File: config.mk
export PLATFORM = sky130hd
export DESIGN_NAME = grr_emit
export DESIGN_NICKNAME = d
export VERILOG_FILES = /design/src/rtl/grr_pkg.sv /design/src/rtl/grr_emit.sv
export SDC_FILE = /design/constraint.sdc
export NUM_CORES = 1
export LEC_CHECK = 0
export ABC_CLOCK_PERIOD_IN_PS = 3510
export BUFFER_PORTS_ARGS = -buffer_cell sky130_fd_sc_hd__buf_2
export CAP_MARGIN = 0
export CORE_MARGIN = 10
export CORE_UTILIZATION = 35
export CTS_BUF_LIST = sky130_fd_sc_hd__clkbuf_4
export DETAILED_ROUTE_END_ITERATION = 16
export GPL_TIMING_DRIVEN = 0
export PLACE_DENSITY = 0.64
export SLEW_MARGIN = 25
export SYNTH_ARGS = -nofsm -noshare
export SYNTH_HDL_FRONTEND = slang
export SYNTH_SLANG_ARGS = --single-unit
File: constraint.sdc
create_clock -name clk -period 3.51 [get_ports clk]
set_input_delay 0.5265 -clock clk [delete_from_list [all_inputs] [get_ports clk]]
set_output_delay 0.5265 -clock clk [all_outputs]
set_load 0.1 [all_outputs]
File: src/rtl/grr_pkg.sv
// ----------------------------------------------------------------------------
// grr_pkg
// Shared types and constants for the glyph row rasteriser.
// ----------------------------------------------------------------------------
`default_nettype none

package grr_pkg;

    localparam int GLYPH_WIDTH  = 8;
    localparam int GLYPH_HEIGHT = 16;
    localparam int CHAR_COUNT   = 256;
    localparam int STORE_DEPTH  = CHAR_COUNT * GLYPH_HEIGHT;
    localparam int ADDR_W       = $clog2(STORE_DEPTH);
    localparam int CODE_W       = $clog2(CHAR_COUNT);
    localparam int ROW_W        = $clog2(GLYPH_HEIGHT);
    localparam int BIT_W        = $clog2(GLYPH_WIDTH);
    localparam int COORD_W      = 16;
    localparam int COLOR_W      = 8;
    localparam int CFG_IDX_W    = 2;
    localparam int CFG_DATA_W   = 8;

    // Item commands
    localparam logic CMD_WRITE = 1'b0;
    localparam logic CMD_DRAW  = 1'b1;

    // Configuration register indexes
    localparam logic [CFG_IDX_W-1:0] REG_FG_COLOR    = 2'd0;
    localparam logic [CFG_IDX_W-1:0] REG_BG_COLOR    = 2'd1;
    localparam logic [CFG_IDX_W-1:0] REG_FILL_ENABLE = 2'd2;
    localparam logic [CFG_IDX_W-1:0] REG_DIRECTION   = 2'd3;

    localparam logic [COLOR_W-1:0] FG_RESET = 8'd15;
    localparam logic [COLOR_W-1:0] BG_RESET = 8'd0;

    typedef enum logic [2:0] {
        DIR_RIGHT = 3'd0,
        DIR_UP    = 3'd1,
        DIR_LEFT  = 3'd2,
        DIR_DOWN  = 3'd3,
        DIR_DIAG  = 3'd4
    } dir_e;

    // Per-pixel coordinate step along the bit index
    typedef enum logic [1:0] {
        STEP_NONE = 2'd0,
        STEP_INC  = 2'd1,
        STEP_DEC  = 2'd2
    } step_t;

    typedef struct packed {
        logic [COLOR_W-1:0] fg_color;
        logic [COLOR_W-1:0] bg_color;
        logic               fill_enable;
        dir_e               direction;
    } cfg_t;

    // Draw item waiting for the emitter, glyph byte comes from the store
    typedef struct packed {
        logic [ROW_W-1:0]   row;
        logic [COORD_W-1:0] cx;
        logic [COORD_W-1:0] cy;
    } draw_t;

endpackage

`default_nettype wire

File: src/rtl/grr_emit.sv
// ----------------------------------------------------------------------------
// grr_emit
// Pixel emitter: walks the drawable bits of one glyph row, one write a cycle while the receiver is ready.
// ----------------------------------------------------------------------------
`default_nettype none

module grr_emit (
    input  wire logic                            clk,
    input  wire logic                            rst_n,
    input  wire grr_pkg::cfg_t                   cfg,
    input  wire logic                            draw_valid,
    input  wire grr_pkg::draw_t                  draw,
    input  wire logic [grr_pkg::GLYPH_WIDTH-1:0] glyph_bits,
    output logic                                 draw_take,
    output logic                                 out_valid,
    input  wire logic                            out_ready,
    output logic      [grr_pkg::COORD_W-1:0]     px,
    output logic      [grr_pkg::COORD_W-1:0]     py,
    output logic      [grr_pkg::COLOR_W-1:0]     color,
    output logic                                 last
);

    import grr_pkg::*;

    logic [GLYPH_WIDTH-1:0] mask_reg, mask_next, mask_after, low_bit, load_mask;
    logic [GLYPH_WIDTH-1:0] bits_reg, bits_next;
    logic [COORD_W-1:0]     bx_reg, bx_next, by_reg, by_next;
    step_t                  dx_reg, dx_next, dy_reg, dy_next;
    logic [COORD_W-1:0]     load_bx, load_by;
    step_t                  load_dx, load_dy;
    logic                   load_ok;
    logic [BIT_W-1:0]       idx;
    logic [COORD_W-1:0]     offs, px_calc, py_calc;
    logic [COORD_W-1:0]     row_w;
    logic                   emit;

    logic                   out_valid_reg, out_valid_next;
    logic [COORD_W-1:0]     px_reg, py_reg;
    logic [COLOR_W-1:0]     color_reg;
    logic                   last_reg;

    function automatic logic [COORD_W-1:0] step_add(
        input logic [COORD_W-1:0] base,
        input step_t              dir,
        input logic [COORD_W-1:0] off
    );
        logic [COORD_W-1:0] res;
        case (dir)
            STEP_INC: res = base + off;
            STEP_DEC: res = base - off;
            default:  res = base;
        endcase
        return res;
    endfunction

    // Lowest pending bit
    always_comb
    begin
        idx = '0;
        for (int i = GLYPH_WIDTH - 1; i >= 0; i--)
        begin
            if (mask_reg[i])
            begin
                idx = BIT_W'(i);
            end
        end
    end

    assign low_bit    = mask_reg & (~mask_reg + 1'b1);
    assign emit       = (|mask_reg) && (!out_valid_reg || out_ready);
    assign mask_after = emit ? (mask_reg & ~low_bit) : mask_reg;
    assign draw_take  = draw_valid && (mask_after == '0);

    assign offs    = {{(COORD_W-BIT_W){1'b0}}, idx};
    assign px_calc = step_add(bx_reg, dx_reg, offs);
    assign py_calc = step_add(by_reg, dy_reg, offs);

    // Base coordinates for bit 0 and the step per bit, by orientation
    assign row_w = {{(COORD_W-ROW_W){1'b0}}, draw.row};

    always_comb
    begin
        load_ok = 1'b1;
        load_bx = draw.cx;
        load_by = draw.cy;
        load_dx = STEP_NONE;
        load_dy = STEP_NONE;
        case (cfg.direction)
            DIR_RIGHT:
            begin
                load_bx = draw.cx + COORD_W'(GLYPH_WIDTH - 1);
                load_by = draw.cy + row_w;
                load_dx = STEP_DEC;
            end
            DIR_UP:
            begin
                load_bx = draw.cx + row_w;
                load_by = draw.cy - COORD_W'(GLYPH_WIDTH - 1);
                load_dy = STEP_INC;
            end
            DIR_LEFT:
            begin
                load_bx = draw.cx - COORD_W'(GLYPH_WIDTH - 1);
                load_by = draw.cy - row_w;
                load_dx = STEP_INC;
            end
            DIR_DOWN:
            begin
                load_bx = draw.cx - row_w;
                load_by = draw.cy + COORD_W'(GLYPH_WIDTH - 1);
                load_dy = STEP_DEC;
            end
            DIR_DIAG:
            begin
                load_bx = draw.cx + (row_w + COORD_W'(GLYPH_WIDTH - 1));
                load_by = draw.cy + row_w;
                load_dx = STEP_DEC;
                load_dy = STEP_INC;
            end
            default:
            begin
                load_ok = 1'b0;
            end
        endcase
        if (!load_ok)
        begin
            load_mask = '0;
        end
        else if (cfg.fill_enable)
        begin
            load_mask = '1;
        end
        else
        begin
            load_mask = glyph_bits;
        end
    end

    always_comb
    begin
        mask_next = mask_after;
        bits_next = bits_reg;
        bx_next   = bx_reg;
        by_next   = by_reg;
        dx_next   = dx_reg;
        dy_next   = dy_reg;
        if (draw_take)
        begin
            mask_next = load_mask;
            bits_next = glyph_bits;
            bx_next   = load_bx;
            by_next   = load_by;
            dx_next   = load_dx;
            dy_next   = load_dy;
        end
        if (emit)
        begin
            out_valid_next = 1'b1;
        end
        else if (out_ready)
        begin
            out_valid_next = 1'b0;
        end
        else
        begin
            out_valid_next = out_valid_reg;
        end
    end

    always_ff @(posedge clk or negedge rst_n)
    begin
        if (!rst_n)
        begin
            mask_reg      <= '0;
            out_valid_reg <= 1'b0;
        end
        else
        begin
            mask_reg      <= mask_next;
            out_valid_reg <= out_valid_next;
        end
    end

    always_ff @(posedge clk)
    begin
        bits_reg <= bits_next;
        bx_reg   <= bx_next;
        by_reg   <= by_next;
        dx_reg   <= dx_next;
        dy_reg   <= dy_next;
        if (emit)
        begin
            px_reg    <= px_calc;
            py_reg    <= py_calc;
            color_reg <= bits_reg[idx] ? cfg.fg_color : cfg.bg_color;
            last_reg  <= (mask_after == '0);
        end
    end

    assign out_valid = out_valid_reg;
    assign px        = px_reg;
    assign py        = py_reg;
    assign color     = color_reg;
    assign last      = last_reg;

endmodule

`default_nettype wire

After elaboration in Yosys (flattened, before gate mapping)
Index checks and enable logic that the tools add are counted.

Flip-flop bits (word level): 94. Latch bits: 0. RAM bits: 0. Memory bits (read-only): 0. Bits of input ports: 68. Output and inout bits: 43. Memories kept: 0.

Add/sub/neg operators: 15. Multipliers: 0. Div/mod/pow operators: 0. Magnitude comparators: 1. Equal/unequal tests: 8. Shifts and indexed selects: 0. Mux-type cells: 24. Bitwise gates (word level): 4. Reduce and logical (&&, ||, !) cells: 11.

Operator list (count): $pmux W16 S5 (1); $pmux W16 S2 (2); $pmux W16 S4 (1); $mux W8 (5); $add A16 B3 Y16 (2); $add A16 B3 Y16 const B (2); $add A16 B4 Y16 (2); $sub A16 B3 Y16 (2); $sub A16 B3 Y16 const B (2); $sub A16 B4 Y16 (2); $mux W3 (8); $add A16 B5 Y16 (1); $and A8 B8 Y8 (2); $not A8 Y8 (2); $add A8 B1 Y8 const B (1); $logic_not A8 Y1 (1); $pmux W2 S2 (2); $reduce_or A8 Y1 (1); $eq A3 B2 Y1 const B (2); $add A4 B3 Y5 const B (1); $reduce_or A5 Y1 (1); $eq A2 B1 Y1 const B (2); $eq A2 B2 Y1 const B (2); $lt A3 B4 Y1 const B (1); other kinds (10) (15).

Logic depth before layout (Yosys ltp)
Gate-level depths: netlist of run 1.

Depth after elaboration: 11. Depth in mapped cells: 16.

Least setup slack after synthesis of run 1
OpenSTA, ideal clock, no wires.

Path type: register to output. Start: reg out_valid_reg (netlist: out_valid). End: out draw_take. Arrival: 3652 ps. Data required time: 2984 ps. Setup slack: -668 ps. Cell stages (with the launch flop): 7. Buffers on the path: 0. Cell sequence: dfrtp_1 -> nand2b_1 -> nand2_1 -> maj3_1 -> o22a_1 -> a211oi_4 -> and2_1.

Cells in the longest elaborated chain, start to end: 6.

RTL lines: start: declaration (RTL line grr_emit.sv:37) `logic out_valid_reg, out_valid_next;`; start signal: assignment (RTL line grr_emit.sv:180) `out_valid_reg <= out_valid_next;`; $logic_not A1 Y1 (RTL line grr_emit.sv:70) `assign emit = (|mask_reg) && (!out_valid_reg || out_ready);`; $logic_or A1 B1 Y1 (RTL line grr_emit.sv:70); $logic_and A1 B1 Y1 (RTL line grr_emit.sv:70); $mux W8 (RTL line grr_emit.sv:71) `assign mask_after = emit ? (mask_reg & ~low_bit) : mask_reg;`; $logic_not A8 Y1 (RTL line grr_emit.sv:72) `assign draw_take = draw_valid && (mask_after == '0);`; $logic_and A1 B1 Y1 (RTL line grr_emit.sv:72); end: declaration (RTL line grr_emit.sv:14) `output logic draw_take,`.

No other way between the ends.

Worst setup path after layout of run 1
Start: reg mask_reg[4]. End: reg px_reg[15] (netlist: px[15]), data pin.

Cells in the longest elaborated chain, start to end: 7. Elaborated cells on any way between the ends: 8.

RTL lines: start: declaration (RTL line grr_emit.sv:25) `logic [GLYPH_WIDTH-1:0] mask_reg, mask_next, mask_after, low_bit, load_mask;`; start signal: assignment (RTL line grr_emit.sv:179) `mask_reg <= mask_next;`; $mux W3 * (5 in series) (RTL line grr_emit.sv:62) `if (mask_reg[i])`; $sub A16 B3 Y16 / $add A16 B3 Y16 (equally long branches) (RTL line grr_emit.sv:50, grr_emit.sv:49); $pmux W16 S2 * (RTL line grr_emit.sv:48) `case (dir)`; named net px_calc[15] (RTL line grr_emit.sv:33) `logic [COORD_W-1:0] offs, px_calc, py_calc;`; end signal: assignment (RTL line grr_emit.sv:193) `px_reg <= px_calc;`; end: declaration (RTL line grr_emit.sv:38) `logic [COORD_W-1:0] px_reg, py_reg;`.

Mark *: on every way through the listed nets, which the timed path passes. The rest lies on a longest branch. A chain may end at the register's enable or synchronous reset.

==> results.json, run 1 <==
{
  "synth_fa_ha_area_share_pct": 14.0,
  "num_io_pins": 111,
  "drive_above_1_share_pct": 24.6,
  "maxSlewViolCount": 0,
  "cts_root_buffer": "clkbuf_4",
  "clock.fmax_ghz": 0.276,
  "grt_antenna_before_repair": 6,
  "cp-end-kind": "register",
  "yosysTopAreaCell": "edfxtp_1",
  "outcome": "finished, violations left",
  "start_util_pct": 35.5,
  "maxCapViolCount": 0,
  "crit_top_cell": "o31a_1",
  "timing.final.ws_setup_ns": -0.116,
  "hold_end": "bits_reg[3]",
  "place_congestion": 0.921,
  "antenna_left": 0,
  "final-hold-violation-count": 0,
  "die-width_um": 169,
  "grt_max_degree": 23,
  "placed_area_um2": 8690,
  "skew_ns": 0.0178,
  "clk_path_buf_depth": 2,
  "drt-total-wl_um": 21000,
  "grtUsageTotal_pct": 13.7,
  "crit_chain": "or3b_1 -> a31oi_1 -> o21ai_2 -> ha_2 -> ha_4 -> mux2i_1 -> ha_1 -> o21a_1 -> o31a_1 -> a211oi_2 -> a21oi_2 -> buf_4 -> o31a_1 -> nor2_2 -> xor2_1",
  "ctsHtreeMaxLevel": 3,
  "port-buffer-count": 108,
  "ys_warn_count": 0,
  "clk_latency_ns": 0.45,
  "reg2reg_to": "px[15]",
  "grt_setup_unrepaired": "yes",
  "crit_path_max_incr_delay_ns": 0.48,
  "synth_area_per_cell_um2": 9.08,
  "critPathLaunchType": "register",
  "critPathKind": "reg -> reg",
  "synth_most_common_cell": "nand2_1",
  "synth_compound_area_share_pct": 20.8,
  "nets": 1157,
  "ys_seq_area_share_pct": 35.9,
  "synth-xor-area-share_pct": 6.12,
  "timing.hold.ws_ns": 0.261,
  "synthTopCellsByCount": "95 x nand2_1, 85 x edfxtp_1, 78 x ha_1",
  "overflow": 0,
  "grt_pass1_wl_um": 32500,
  "cp_top_family": "compound AO/OA/AOI/OAI gates",
  "yosys.area_share.simple_pct": 15.5,
  "reg2reg_slack_ns": -0.12,
  "crit_slowest_cell": "dfrtp_2",
  "utilization_pct": 43.6,
  "netlist_instances": 851,
  "cp.required_ns": 3.73,
  "numClockSinks": 94,
  "synth_ff_type": "edfxtp_1",
  "synth_top_family_by_area": "compound AO/OA/AOI/OAI gates",
  "synth_mux_area_share_pct": 3.67,
  "via_per_inst": 5.34,
  "relSlewSlack_pct": 48.3,
  "post-dp-hpwl_um": 15800,
  "cp_max_fo": 5,
  "syn_to_final_growth_pct": 22.7,
  "firstDrtPassIters": 6,
  "numCtsBuffers": 9,
  "grt_pass1_vias": 6477,
  "synth_fp_nets": 1002,
  "die_y_um": 169,
  "ys_types": 72,
  "worstHoldPathType": "in -> reg",
  "hold_depth": 1,
  "clk_pin_slew_ns": 0.15,
  "fin_area_um2": 9480,
  "synth-edff-count": 85,
  "setup_viol": 6,
  "r2r-start": "mask_reg[4]",
  "drcViolationCount": 0,
  "finalCriticalPeriod_ns": 3.63,
  "rows": 54,
  "ys_ff_latch": 94,
  "period_share_pct": 103,
  "pre_cts_ws_ns": -0.900,
  "path_buf_inv": 1,
  "wl_per_cell_um": 16.2,
  "violations": "setup timing",
  "ff2ff_path_depth": 15,
  "ys_async_sr_fraction_pct": 9.57,
  "coreArea_um2": 21800,
  "dr.first_iter.drc_count": 376,
  "hp-start": "glyph_bits[3]",
  "crit_arrival_ns": 3.85,
  "netlist_area_um2": 7730,
  "synth.area.top_cells": "edfxtp_1 33%, ha_1 13%, nand2_1 4.6%",
  "max_slew.worst_pin.slew_ns": 0.773,
  "die_area_um2": 28400,
  "vias": 6914,
  "yosys.area.top_type_share_pct": 33.0,
  "tritoncts": "done"
}
-- cell type report --
type,count,area [µm²]
Antenna cell,4,10.0
Timing Repair Buffer,147,873
Fill cell,2077,12300
Sequential cell,94,2780
Tap cell,280,350
Multi-Input combinational cell,681,5050
Inverter,48,186
Buffer,25,109
Clock inverter,6,46.3
Clock buffer,10,75.1
-- layer usage --
metal  wire (µm)  up-vias  part of all wire, %  global-route usage [%]
li1            -     3447                    -                       -
met5          21        -                 0.10                       0
met1        9350     3207                   45                    17.6
met4         267        4                  1.3                    3.86
met2        9520      234                   45                    21.8
met3        1800       22                  8.6                    4.35
-- through the flow --
step                std cells  setup TNS, ns
global route             1292          -1.46
CTS                      1276         -0.210
global placement         1239         -12.33
floorplan                 851       -0.00615
detailed placement       1240         -12.55
finish                   1295         -0.307
-- cell usage in the layout, fill, tap and decap left out, types with 12 or more instances in the layout --
| master | n |
|---|---|
| buf_2 | 108 |
| nand2_1 | 92 |
| edfxtp_1 | 85 |
| nor2_1 | 73 |
| ha_1 | 60 |
| a21oi_1 | 59 |
| inv_1 | 43 |
| o21ai_1 | 40 |
| buf_4 | 35 |
| o21ai_0 | 33 |
| xnor2_1 | 27 |
| xor2_1 | 27 |
| a21o_1 | 21 |
| nor3_1 | 18 |
| clkbuf_1 | 15 |
| mux2i_1 | 14 |
| o21a_1 | 13 |
| nand4_1 | 13 |
| nand3_1 | 12 |
-- logic make-up after synthesis --
logic type | after synthesis
multiplexers | 27
AO/OA/AOI/OAI | 255
buffers and inverters | 78
XOR/XNOR | 54
AND/OR/NAND/NOR | 259
adder cells (fa/ha/maj) | 84
flip-flops | 94
-- what timing repair did --
action | 4_1_cts | 5_1_grt
cloned | 2 | 0
pin swaps | 23 | 29
hold buffers | 1 | 0
gates resized for setup | 35 | 50
hold endpoints to repair | 9 | 0
endpoints found under the setup margin | 24 | 18
buffers inserted | 21 | 16
-- how the worst max path moves through the flow --
stage,startpoint,to,cells after the start
3_3_place_gp,cfg[2],by_reg[15],15
5_1_grt,mask_reg[4],px[15],15
6_report,mask_reg[4],px[15],15
2_1_floorplan,mask_reg[4],py[15],16
3_5_place_dp,cfg[2],bx_reg[14],15
4_1_cts,mask_reg[4],px[15],14
Power of run 1 is left out: the tool's default activity adds up to more than one toggle a clock period on the data nets, which glitch-free logic cannot reach.
==> run 2: changes to the inputs <==
==> constraint.sdc (replaced) <==
create_clock -name clk -period 3.51 [get_ports clk]
set_input_delay 0.351 -clock clk [delete_from_list [all_inputs] [get_ports clk]]
set_output_delay 0.351 -clock clk [all_outputs]
set_load 0.1 [all_outputs]
==> results.json, run 2 (same netlist as run 1, synthesis figures left out) <==
{
  "drcViolationCount": 0,
  "critPathLaunchType": "register",
  "finalCriticalPeriod_ns": 3.48,
  "grt_antenna_before_repair": 6,
  "drive_above_1_share_pct": 22.7,
  "firstDrtPassIters": 7,
  "maxCapViolCount": 0,
  "die-width_um": 169,
  "numCtsBuffers": 9,
  "post-dp-hpwl_um": 15800,
  "worstHoldPathType": "in -> reg",
  "die_area_um2": 28400,
  "outcome": "finished clean",
  "wl_per_cell_um": 15.9,
  "coreArea_um2": 21800,
  "grt_pass1_vias": 6502,
  "grt_pass1_wl_um": 32400,
  "cp-end-kind": "register",
  "grtUsageTotal_pct": 13.7,
  "critPathKind": "reg -> reg",
  "relSlewSlack_pct": 48.5,
  "clk_pin_slew_ns": 0.15,
  "antenna_left": 0,
  "dr.first_iter.drc_count": 425,
  "timing.hold.ws_ns": 0.0810,
  "layout_common_cells": "108 x buf_2, 94 x nand2_1, 85 x edfxtp_1",
  "num_io_pins": 111,
  "tritoncts": "done",
  "max_slew.worst_pin.slew_ns": 0.771,
  "wl_met1_um": 9090,
  "fin_setup_tns_ns": 0,
  "die_y_um": 169,
  "ctsHtreeMaxLevel": 3,
  "numClockSinks": 94,
  "clk_latency_ns": 0.45,
  "cts_root_buffer": "clkbuf_4",
  "final-hold-violation-count": 0,
  "cp_max_fo": 5,
  "final_common_cell": "buf_2",
  "pre_cts_ws_ns": -0.724,
  "rows": 54,
  "setup_viol": 0,
  "syn_to_final_growth_pct": 20.3,
  "vias": 6787,
  "crit_arrival_ns": 3.75,
  "start_util_pct": 35.5,
  "grt_setup_unrepaired": "yes",
  "period_share_pct": 99.2,
  "timing.final.ws_setup_ns": 0.0294,
  "nFillCells": 2090,
  "top_layer": "met5",
  "place_congestion": 0.921,
  "clk_path_buf_depth": 2,
  "maxSlewViolCount": 0,
  "port-buffer-count": 108,
  "clock.fmax_ghz": 0.287,
  "skew_ns": 0.0177,
  "dr_wl_met3_um": 1830,
  "dr_wl_met2_um": 9160,
  "via_per_inst": 5.28,
  "cp.required_ns": 3.77,
  "grt_max_degree": 24,
  "drt-total-wl_um": 20400,
  "nets": 1148,
  "utilization_pct": 42.8,
  "overflow": 0
}
## run 2: what timing repair did
| item | in CTS | in global routing |
|---|---|---|
| resized for setup | 39 | 28 |
| setup endpoints to repair | 20 | 18 |
| buffers inserted | 21 | 7 |
| hold endpoints to repair | 9 | 0 |
| hold buffers | 1 | 0 |
| pin swaps | 20 | 24 |
| gates cloned | 1 | 1 |
## run 2: critical path, stage by stage (launching register included)
cell	delay, ns
dfrtp_2	0.47
or3b_1	0.37
a31oi_2	0.17
o21ai_2	0.11
ha_2	0.20
ha_4	0.26
mux2i_1	0.06
ha_1	0.34
o21a_1	0.20
o31a_1	0.14
o21a_1	0.20
o21a_1	0.19
o21a_1	0.19
o21a_1	0.18
o31ai_2	0.22
## run 2: layer usage
layer  up-vias  GRT usage [%]
met5         -              0
met4         4           4.39
met3        22           4.05
met2       223           21.6
met1      3108           17.5
li1       3430              -
## run 2: cell type report
type                    count  area (µm²)  area share [%]
clock buffers              10        75.1           0.807
inverters                  48         186            2.00
repair buffers            138         798            8.58
plain buffers              25         108            1.16
diodes                      4        10.0           0.108
clock inverters             6        46.3           0.498
well taps                 280         350            3.77
multi-input cells         681        4940            53.2
flip-flops and latches     94        2780            29.9
## run 2: worst paths after layout
kind | start | endpoint | slack (ns) | depth (start not counted)
max | mask_reg[4] | px[7] | 0.03 | 14
min | glyph_bits[3] | bits_reg[3] | 0.08 | 1
max reg2reg | mask_reg[4] | px[7] | 0.03 | 14
min reg2reg | bx_reg[15] | px[15] | 0.58 | 1
max in group asynchronous | rst_n | mask_reg[6] | 3.01 | 2
min in group asynchronous | rst_n | mask_reg[0] | 0.27 | 2
## run 2: metrics by stage
stage / instances / area [µm²]
2_1_floorplan: 851 / 7760
3_3_place_gp: 1239 / 8650
3_5_place_dp: 1240 / 8690
4_1_cts: 1275 / 9130
5_1_grt: 1283 / 9300
6_report: 1286 / 9300
Power of run 2 is left out for the same reason.
